==> src/hw/rtl/smt_pkg.sv <==
// ----------------------------------------------------------------------------
// Softmax with temperature: package
// Field widths, fixed-point constants and the elaboration-time builder of
// the 2^-f lookup table.
// ----------------------------------------------------------------------------
package smt_pkg;

	localparam int LOGIT_W = 16;
	localparam int INV_W = 16;
	localparam int PROB_W = 16;
	localparam int CLS_W = 4;
	localparam int EXP_W = 16;
	localparam int SHIFT_W = 4;
	localparam int FRAC_BITS = 20;
	localparam int DIVIDEND_W = EXP_W + PROB_W - 1;

	localparam int SMT_MAX_CLASSES = 16;
	localparam int SMT_EXP_TABLE_DEPTH = 64;

	localparam logic [INV_W-1:0] INV_T_RESET = 16'd4096;
	localparam logic [15:0] LOG2E_Q15 = 16'd47274;
	localparam logic [PROB_W-1:0] PROB_SCALE = 16'hFFFF;
	localparam logic signed [LOGIT_W-1:0] LOGIT_MIN = 16'sh8000;

	// D-fold truncating product of a Q0.32 value, result in Q32.
	function automatic logic [63:0] smt_pow_q32(input logic [63:0] v, input int count);
		logic [127:0] acc;
		acc = 128'h1_0000_0000;
		for (int i = 0; i < count; i++) begin
			acc = (acc * {64'd0, v}) >> 32;
		end
		return acc[63:0];
	endfunction

	// Smallest Q0.32 ratio whose depth-fold product reaches one half.
	function automatic logic [63:0] smt_exp_root(input int depth);
		logic [63:0] lo;
		logic [63:0] hi;
		logic [63:0] mid;
		lo = 64'h8000_0000;
		hi = 64'hFFFF_FFFF;
		for (int s = 0; s < 40; s++) begin
			if (hi - lo > 64'd1) begin
				mid = lo + ((hi - lo) >> 1);
				if (smt_pow_q32(mid, depth) >= 64'h8000_0000)
					hi = mid;
				else
					lo = mid;
			end
		end
		return hi;
	endfunction

	// Entry k of the table: the k-th power of the root, rounded to Q1.15.
	function automatic logic [15:0] smt_exp_entry(input int k, input logic [63:0] root);
		logic [127:0] p;
		logic [127:0] r;
		p = 128'h1_0000_0000;
		for (int i = 0; i < k; i++) begin
			p = (p * {64'd0, root}) >> 32;
		end
		r = (p + 128'h1_0000) >> 17;
		return r[15:0];
	endfunction

endpackage

==> src/hw/rtl/smt_exp_rom.sv <==
// ----------------------------------------------------------------------------
// Softmax with temperature: exponential lookup
// Constant 2^-f table in Q1.15 followed by the integer-part right shift.
// ----------------------------------------------------------------------------
module smt_exp_rom
	import smt_pkg::*;
#(
	parameter int EXP_TABLE_DEPTH = SMT_EXP_TABLE_DEPTH,
	localparam int TAB_IDX_W = $clog2(EXP_TABLE_DEPTH)
) (
	input  logic [TAB_IDX_W-1:0] tab_idx,
	input  logic [SHIFT_W-1:0]   shift,
	input  logic                 underflow,
	output logic [EXP_W-1:0]     exp_val
);

	localparam logic [63:0] ROOT = smt_exp_root(EXP_TABLE_DEPTH);

	logic [EXP_W-1:0] tab [EXP_TABLE_DEPTH];

	for (genvar k = 0; k < EXP_TABLE_DEPTH; k++) begin : g_tab
		localparam logic [EXP_W-1:0] ENTRY = smt_exp_entry(k, ROOT);
		assign tab[k] = ENTRY;
	end

	// A shift of sixteen or more leaves nothing of a Q1.15 value.
	assign exp_val = underflow ? '0 : (tab[tab_idx] >> shift);

endmodule

==> src/hw/rtl/smt_divider.sv <==
// ----------------------------------------------------------------------------
// Softmax with temperature: divider
// Restoring divider, one quotient bit per cycle, for scaled exponential
// over the row sum.
// ----------------------------------------------------------------------------
module smt_divider
	import smt_pkg::*;
#(
	parameter int SUM_W = EXP_W + $clog2(SMT_MAX_CLASSES)
) (
	input  logic                  clk,
	input  logic                  arst_n,
	input  logic                  start,
	input  logic [DIVIDEND_W-1:0] dividend,
	input  logic [SUM_W-1:0]      divisor,
	output logic                  done,
	output logic [PROB_W-1:0]     quotient
);

	localparam int STEP_W = $clog2(PROB_W + 1);

	logic [STEP_W-1:0] step_q;
	logic              done_q;
	logic [SUM_W-1:0]  rem_q;
	logic [PROB_W-1:0] low_q;
	logic [PROB_W-1:0] quo_q;
	logic [SUM_W-1:0]  div_q;

	logic [SUM_W:0] trial;
	logic [SUM_W:0] diff;
	logic           fits;

	// The dividend never exceeds divisor * 2^16, so the high part starts
	// below the divisor and each partial remainder stays below it.
	assign trial = {rem_q, low_q[PROB_W-1]};
	assign diff  = trial - {1'b0, div_q};
	assign fits  = trial >= {1'b0, div_q};

	always_ff @(posedge clk or negedge arst_n) begin
		if (!arst_n) begin
			step_q <= '0;
			done_q <= 1'b0;
		end else begin
			done_q <= 1'b0;
			if (start) begin
				step_q <= STEP_W'(PROB_W);
			end else if (step_q != '0) begin
				step_q <= step_q - STEP_W'(1);
				if (step_q == STEP_W'(1))
					done_q <= 1'b1;
			end
		end
	end

	always_ff @(posedge clk) begin
		if (start) begin
			rem_q <= SUM_W'(dividend[DIVIDEND_W-1:PROB_W]);
			low_q <= dividend[PROB_W-1:0];
			quo_q <= '0;
			div_q <= divisor;
		end else if (step_q != '0) begin
			rem_q <= fits ? diff[SUM_W-1:0] : trial[SUM_W-1:0];
			low_q <= {low_q[PROB_W-2:0], 1'b0};
			quo_q <= {quo_q[PROB_W-2:0], fits};
		end
	end

	assign done     = done_q;
	assign quotient = (div_q == '0) ? '0 : quo_q;

endmodule

==> src/hw/rtl/softmax_with_temperature.sv <==
// ----------------------------------------------------------------------------
// Softmax with temperature: top level
//
//   channel  direction  handshake              payload
//   config   in         cfg_we                 cfg_wdata (inverse temperature)
//   input    in         in_valid / in_stall    logit, row_end
//   output   out        out_valid / out_stall  probability, class_index,
//                                              row_last, overflowed
//
// Loading accepts one logit per cycle. After the row end, an exponential
// pass and then a division pass run over the elements, the division pass
// waiting while the output is stalled; they use one shared 32x16 multiplier
// and a 16-step restoring divider. in_stall stays high from the row end
// until the last result of the row is transferred. Reset clears the row
// state and sets the inverse temperature to 1.0; no clearing pass is needed.
// ----------------------------------------------------------------------------
module softmax_with_temperature
	import smt_pkg::*;
#(
	parameter int MAX_CLASSES = SMT_MAX_CLASSES,
	parameter int EXP_TABLE_DEPTH = SMT_EXP_TABLE_DEPTH
) (
	input  logic                      clk,
	input  logic                      arst_n,
	input  logic                      cfg_we,
	input  logic [INV_W-1:0]          cfg_wdata,
	input  logic                      in_valid,
	output logic                      in_stall,
	input  logic signed [LOGIT_W-1:0] logit,
	input  logic                      row_end,
	output logic                      out_valid,
	input  logic                      out_stall,
	output logic [PROB_W-1:0]         probability,
	output logic [CLS_W-1:0]          class_index,
	output logic                      row_last,
	output logic                      overflowed
);

	localparam int IDX_W = $clog2(MAX_CLASSES);
	localparam int CNT_W = $clog2(MAX_CLASSES + 1);
	localparam int SUM_W = EXP_W + $clog2(MAX_CLASSES);
	localparam int TAB_IDX_W = $clog2(EXP_TABLE_DEPTH);
	localparam int SCALE_W = FRAC_BITS + TAB_IDX_W;
	localparam int MUL_A_W = 32;
	localparam int MUL_B_W = 16;
	localparam int PROD_W = MUL_A_W + MUL_B_W;
	localparam int U_W = PROD_W - 15;

	typedef enum logic [3:0] {
		S_LOAD,
		S_X_RD,
		S_X_MUL1,
		S_X_MUL2,
		S_X_IDX,
		S_X_LUT,
		S_D_RD,
		S_D_MUL,
		S_D_START,
		S_D_WAIT,
		S_OUT
	} state_t;

	state_t                    state_q;
	logic [INV_W-1:0]          inv_q;
	logic signed [LOGIT_W-1:0] max_q;
	logic [CNT_W-1:0]          cnt_q;
	logic                      ovf_q;
	logic [IDX_W-1:0]          i_q;
	logic [SUM_W-1:0]          sum_q;
	logic                      zero_q;
	logic [SHIFT_W-1:0]        shift_q;
	logic [TAB_IDX_W-1:0]      tidx_q;
	logic                      out_valid_q;
	logic [PROB_W-1:0]         prob_q;
	logic [CLS_W-1:0]          cls_q;
	logic                      last_q;
	logic                      ovf_out_q;
	logic [PROD_W-1:0]         prod_q;
	logic [LOGIT_W-1:0]        rd_q;

	logic [LOGIT_W-1:0] elem_mem [MAX_CLASSES];

	logic                 full;
	logic                 i_last;
	logic                 mem_we;
	logic [IDX_W-1:0]     mem_waddr;
	logic [LOGIT_W-1:0]   mem_wdata;
	logic [LOGIT_W-1:0]   diff;
	logic                 mul_en;
	logic [MUL_A_W-1:0]   mul_a;
	logic [MUL_B_W-1:0]   mul_b;
	logic [U_W-1:0]       u;
	logic [SCALE_W-1:0]   scaled;
	logic [EXP_W-1:0]     exp_val;
	logic                 div_done;
	logic [PROB_W-1:0]    quotient;

	assign full   = cnt_q == CNT_W'(MAX_CLASSES);
	assign i_last = (CNT_W'(i_q) + CNT_W'(1)) == cnt_q;

	// The maximum covers every stored logit, so the difference is an exact
	// unsigned Q8.8 value.
	assign diff = max_q - rd_q;

	always_ff @(posedge clk or negedge arst_n) begin
		if (!arst_n)
			inv_q <= INV_T_RESET;
		else if (cfg_we)
			inv_q <= cfg_wdata;
	end

	// One store: logits while loading, overwritten in place by exponentials.
	assign mem_we    = (state_q == S_LOAD && in_valid && !full) || state_q == S_X_LUT;
	assign mem_waddr = (state_q == S_LOAD) ? cnt_q[IDX_W-1:0] : i_q;
	assign mem_wdata = (state_q == S_LOAD) ? logit : exp_val;

	always_ff @(posedge clk) begin
		if (mem_we)
			elem_mem[mem_waddr] <= mem_wdata;
		rd_q <= elem_mem[i_q];
	end

	always_comb begin
		mul_en = 1'b1;
		case (state_q)
			S_X_MUL1: begin
				mul_a = MUL_A_W'(diff);
				mul_b = inv_q;
			end
			S_X_MUL2: begin
				mul_a = prod_q[MUL_A_W-1:0];
				mul_b = LOG2E_Q15;
			end
			S_D_MUL: begin
				mul_a = MUL_A_W'(rd_q);
				mul_b = PROB_SCALE;
			end
			default: begin
				mul_en = 1'b0;
				mul_a  = '0;
				mul_b  = '0;
			end
		endcase
	end

	always_ff @(posedge clk) begin
		if (mul_en)
			prod_q <= PROD_W'(mul_a) * PROD_W'(mul_b);
	end

	// Base-2 exponent with 20 fraction bits; the fraction picks the entry.
	assign u      = prod_q[PROD_W-1:15];
	assign scaled = SCALE_W'(u[FRAC_BITS-1:0]) * SCALE_W'(EXP_TABLE_DEPTH);

	smt_exp_rom #(
		.EXP_TABLE_DEPTH(EXP_TABLE_DEPTH)
	) u_exp_rom (
		.tab_idx  (tidx_q),
		.shift    (shift_q),
		.underflow(zero_q),
		.exp_val  (exp_val)
	);

	smt_divider #(
		.SUM_W(SUM_W)
	) u_divider (
		.clk     (clk),
		.arst_n  (arst_n),
		.start   (state_q == S_D_START),
		.dividend(prod_q[DIVIDEND_W-1:0]),
		.divisor (sum_q),
		.done    (div_done),
		.quotient(quotient)
	);

	always_ff @(posedge clk or negedge arst_n) begin
		if (!arst_n) begin
			state_q     <= S_LOAD;
			max_q       <= LOGIT_MIN;
			cnt_q       <= '0;
			ovf_q       <= 1'b0;
			i_q         <= '0;
			sum_q       <= '0;
			zero_q      <= 1'b0;
			shift_q     <= '0;
			tidx_q      <= '0;
			out_valid_q <= 1'b0;
			prob_q      <= '0;
			cls_q       <= '0;
			last_q      <= 1'b0;
			ovf_out_q   <= 1'b0;
		end else begin
			case (state_q)
				S_LOAD: begin
					if (in_valid) begin
						if (!full) begin
							cnt_q <= cnt_q + CNT_W'(1);
							if (logit > max_q)
								max_q <= logit;
						end else begin
							ovf_q <= 1'b1;
						end
						if (row_end) begin
							i_q     <= '0;
							sum_q   <= '0;
							state_q <= S_X_RD;
						end
					end
				end
				S_X_RD:   state_q <= S_X_MUL1;
				S_X_MUL1: state_q <= S_X_MUL2;
				S_X_MUL2: state_q <= S_X_IDX;
				S_X_IDX: begin
					zero_q  <= |u[U_W-1:FRAC_BITS+SHIFT_W];
					shift_q <= u[FRAC_BITS +: SHIFT_W];
					tidx_q  <= scaled[FRAC_BITS +: TAB_IDX_W];
					state_q <= S_X_LUT;
				end
				S_X_LUT: begin
					sum_q <= sum_q + SUM_W'(exp_val);
					if (i_last) begin
						i_q     <= '0;
						state_q <= S_D_RD;
					end else begin
						i_q     <= i_q + IDX_W'(1);
						state_q <= S_X_RD;
					end
				end
				S_D_RD:    state_q <= S_D_MUL;
				S_D_MUL:   state_q <= S_D_START;
				S_D_START: state_q <= S_D_WAIT;
				S_D_WAIT: begin
					if (div_done) begin
						out_valid_q <= 1'b1;
						prob_q      <= quotient;
						cls_q       <= CLS_W'(i_q);
						last_q      <= i_last;
						ovf_out_q   <= ovf_q;
						state_q     <= S_OUT;
					end
				end
				S_OUT: begin
					if (!out_stall) begin
						out_valid_q <= 1'b0;
						if (last_q) begin
							max_q   <= LOGIT_MIN;
							cnt_q   <= '0;
							ovf_q   <= 1'b0;
							sum_q   <= '0;
							state_q <= S_LOAD;
						end else begin
							i_q     <= i_q + IDX_W'(1);
							state_q <= S_D_RD;
						end
					end
				end
				default: state_q <= S_LOAD;
			endcase
		end
	end

	assign in_stall    = state_q != S_LOAD;
	assign out_valid   = out_valid_q;
	assign probability = prob_q;
	assign class_index = cls_q;
	assign row_last    = last_q;
	assign overflowed  = ovf_out_q;

endmodule

==> config.mk <==
export PLATFORM = sky130hd
export DESIGN_NAME = softmax_with_temperature
export DESIGN_NICKNAME = d
export VERILOG_FILES = /design/src/hw/rtl/smt_pkg.sv /design/src/hw/rtl/smt_exp_rom.sv /design/src/hw/rtl/smt_divider.sv /design/src/hw/rtl/softmax_with_temperature.sv
export SDC_FILE = /design/constraint.sdc
export NUM_CORES = 2
export LEC_CHECK = 0
export BUFFER_PORTS_ARGS = -buffer_cell sky130_fd_sc_hd__buf_2
export CORE_UTILIZATION = 65
export DETAILED_ROUTE_END_ITERATION = 8
export PLACE_DENSITY = 0.87
export SETUP_SLACK_MARGIN = 0.15
export SYNTH_ARGS = -nofsm -noshare
export SYNTH_HDL_FRONTEND = slang
export SYNTH_HIERARCHICAL = 1
export SYNTH_SLANG_ARGS = --single-unit
==> constraint.sdc <==
create_clock -name clk -period 10 [get_ports clk]
set_input_delay 0.5 -clock clk [delete_from_list [all_inputs] [get_ports clk]]
set_output_delay 0.5 -clock clk [all_outputs]
set_load 0.05 [all_outputs]
==> out/summary.txt <==
Pre-CTS WS: 1.35 ns
Status: complete, no violations
Area growth, synth to finish: 7.86%
Clk sinks: 498
Area fraction in compound gates after synthesis: 11.4%
Worst setup path end: prod_q[47]
WS Path Type: reg2reg
Final hold violations: 0
DRT Wirelength: 105000 um
Cell taking the most area after synthesis: edfxtp_1
Min-Delay Path Class: in2reg
Core area: 0.0607 sq mm
Flops & latches, synth: 498
Number of CTS-inserted buffers: 48
Final Skew: 0.0262 ns
Setup crit end kind: flop
Clock buffer depth: 3
Number of synthesized flops with an enable pin: 355
WP buf/inv: 4
Max_slew headroom: 11.5%
Peak Freq: 0.112 GHz
CTS tree: yes
Routed vias: 29.3k
Fin. max-slew vios: 0
Starting density of the core: 66.2%
# IOs: 62
CP arrival: 9.37 ns
Nets@finish: 4580
Cts-stage hold buffer count: 1
Number of global-route vias before repair: 30.1k
Clk_lat worst skew: 0.62 ns
Clock slew at reported path FFs: 0.07 ns
Avg Synthesized Cell Area: 10.6 sq um
GR Overflow Total: 0
Post-synth top flop: edfxtp_1
Critical Path Start: max_q[0]
Asr flop ratio synth: 21.3%
Vias per cell: 6.19
YS warnings: 6
Hpwl dp: 78100 um
RR Endpoint: prod_q[47]
Drc violations: 0
Die Y: 251 um
Mapped Area: 0.0402 sq mm
# H-tree levels: 2
Cells on worst reg2reg path: 30
Least-Margin Pin Slew: 1.33 ns
Synthesized-area fraction occupied by adder cells: 27.4%
Commonest cells after routing, fill and taps aside: inv_1 (578), nand2_1 (434), fa_1 (421)
Post-DR wirelength/cell: 22.3 um
Required @ worst endpoint: 10.45 ns
Root buffer cell: clkbuf_16
Most common cell after layout, fill and taps aside: inv_1
Most used cell, CP: fa_1
Chip width: 251 um
Count of different cell masters after synthesis: 105
Crit path depth: 30
Synth Area in XOR/XNOR: 1.92%
R2r setup slk: 1.08 ns
Final setup viols: 0
RSZ-0062 raised after global routing: no
CP max-delay cell: o21ai_1
R2r startpoint: max_q[0]
Post-route ant nets: 0
Setup bufs post-CTS: 0
Top post-synthesis cells by area: edfxtp_1 (27%), fa_1 (21%), dfrtp_1 (6.5%)
Largest net degree at the start of global routing: 70
Fin Hold WS: 0.137 ns
Post-synth top area share: 26.5%
Portion of netlist area occupied by mux cells: 6.17%
First-pass GRT wire length: 167000 um
Max-Cap Viols: 0
TNS Setup: 0 ns
First drt pass iteration count: 6
Critical Path Max Stage Delay: 0.80 ns
Largest family of logic cells by synthesized area: adder cells
Syn Inst Count: 3778
Sequential cell area fraction in the yosys report: 35.0%
Hold Path Depth: 2
Worst Path Max Fanout: 9
Die area: 0.0628 sq mm
1st-iter DRT viols: 3006
Startpoint types: flop
CP top delay family: adder cells
Initial antenna violation count: 1
Fillers: 4070
GP Congestion: 0.998
Total Routing Usage GR: 34.6%
Ratio of final minimum period to clock period: 89.2%
Final worst slack: 1.08 ns
Minimum clock period: 8.92 ns
Row Count: 90
CTS resizes: 0
Area share of and/or/nand/nor cells after synthesis: 11.0%
IO buf count: 61
Layout cell share with drive strength beyond 1: 8.90%
-- sequential cells by signal, summed over array words and instances, names as in the netlist, 20 cells and up --
name	flops
u_divider/rem_q	20
elem_mem	256
sum_q	20
u_divider/div_q	20
prod_q	48
-- cell families (layout without fill, tap and decap cells) --
kind of cell             count (synthesis)  in the layout
other                                    2            129
flip-flops                             498            498
multiplexers                           195            195
AND/OR/NAND/NOR                        974            974
XOR/XNOR                                88             88
buffers and inverters                  736            787
AO/OA/AOI/OAI                          659            659
adder cells (fa/ha/maj)                626            626
-- worst min-delay path by stage --
stage	from	endpoint	slack, ns
2_1_floorplan	arst_n	class_index[0]	0.20
3_3_place_gp	u_divider/quo_q[15]	u_divider/quo_q[15]	0.44
3_5_place_dp	u_divider/quo_q[15]	u_divider/quo_q[15]	0.45
4_1_cts	cfg_wdata[14]	inv_q[14]	0.12
5_1_grt	cfg_wdata[7]	inv_q[7]	0.13
6_report	cfg_wdata[14]	inv_q[14]	0.14
-- layer usage --
layer  track usage (%)  wire [um]  vias to the layer above
li1                  -          -                    13000
met1              45.2      39000                    14300
met2              54.8      49000                     1659
met3              7.63      11400                      346
met4              17.7       6050                        0
met5                 0          0                        -
-- synth_stat cells (26+ instances only) --
| master | instances |
|---|---|
| clkbuf_1 | 96 |
| mux4_2 | 36 |
| fa_1 | 421 |
| edfxtp_1 | 355 |
| o21ai_0 | 105 |
| ha_1 | 205 |
| a21o_1 | 62 |
| a221oi_1 | 38 |
| xnor2_1 | 53 |
| nor2b_1 | 42 |
| nand3_1 | 31 |
| buf_2 | 32 |
| nor3_1 | 38 |
| o21a_1 | 28 |
| nor2_1 | 252 |
| a21oi_1 | 127 |
| a31oi_1 | 26 |
| a22oi_1 | 31 |
| xor2_1 | 35 |
| dfrtp_1 | 104 |
| mux2_2 | 62 |
| inv_1 | 578 |
| mux2i_1 | 97 |
| nand2_1 | 434 |
| nand2b_1 | 39 |
| o21ai_1 | 35 |
| dfxtp_1 | 37 |
-- worst register-to-register path, delay by kind of cell, from the launching register on --
kind / cells / cell delay (ns)
fa+ha+maj: 9 / 4.13
buf+inv: 4 / 0.25
flops: 1 / 0.36
compound gates: 9 / 2.28
xor+xnor: 1 / 0.17
simple gates: 7 / 1.56
-- stage by stage --
step	utilization, %	cells	area [sq um]
global route	71.4	4737	43300
CTS	71.4	4737	43300
global placement	68.7	4647	41700
detailed placement	68.7	4647	41700
finish	71.4	4738	43300
floorplan	-	3904	40600
-- final cells by class --
| type | instances | area [sq um] | share of cell area (%) |
|---|---|---|---|
| clock inverter | 34 | 343 | 0.791 |
| sequential | 498 | 14100 | 32.5 |
| clock buffer | 55 | 1240 | 2.86 |
| timing repair buffer | 119 | 746 | 1.72 |
| multi-input combinational | 2670 | 23800 | 54.9 |
| tap | 782 | 978 | 2.26 |
| antenna | 1 | 2.50 | 0.00578 |
| inverter | 579 | 2170 | 5.02 |
Power is not shown: default switching activity piles up to over one toggle a cycle in this logic, so the estimate is an artifact.
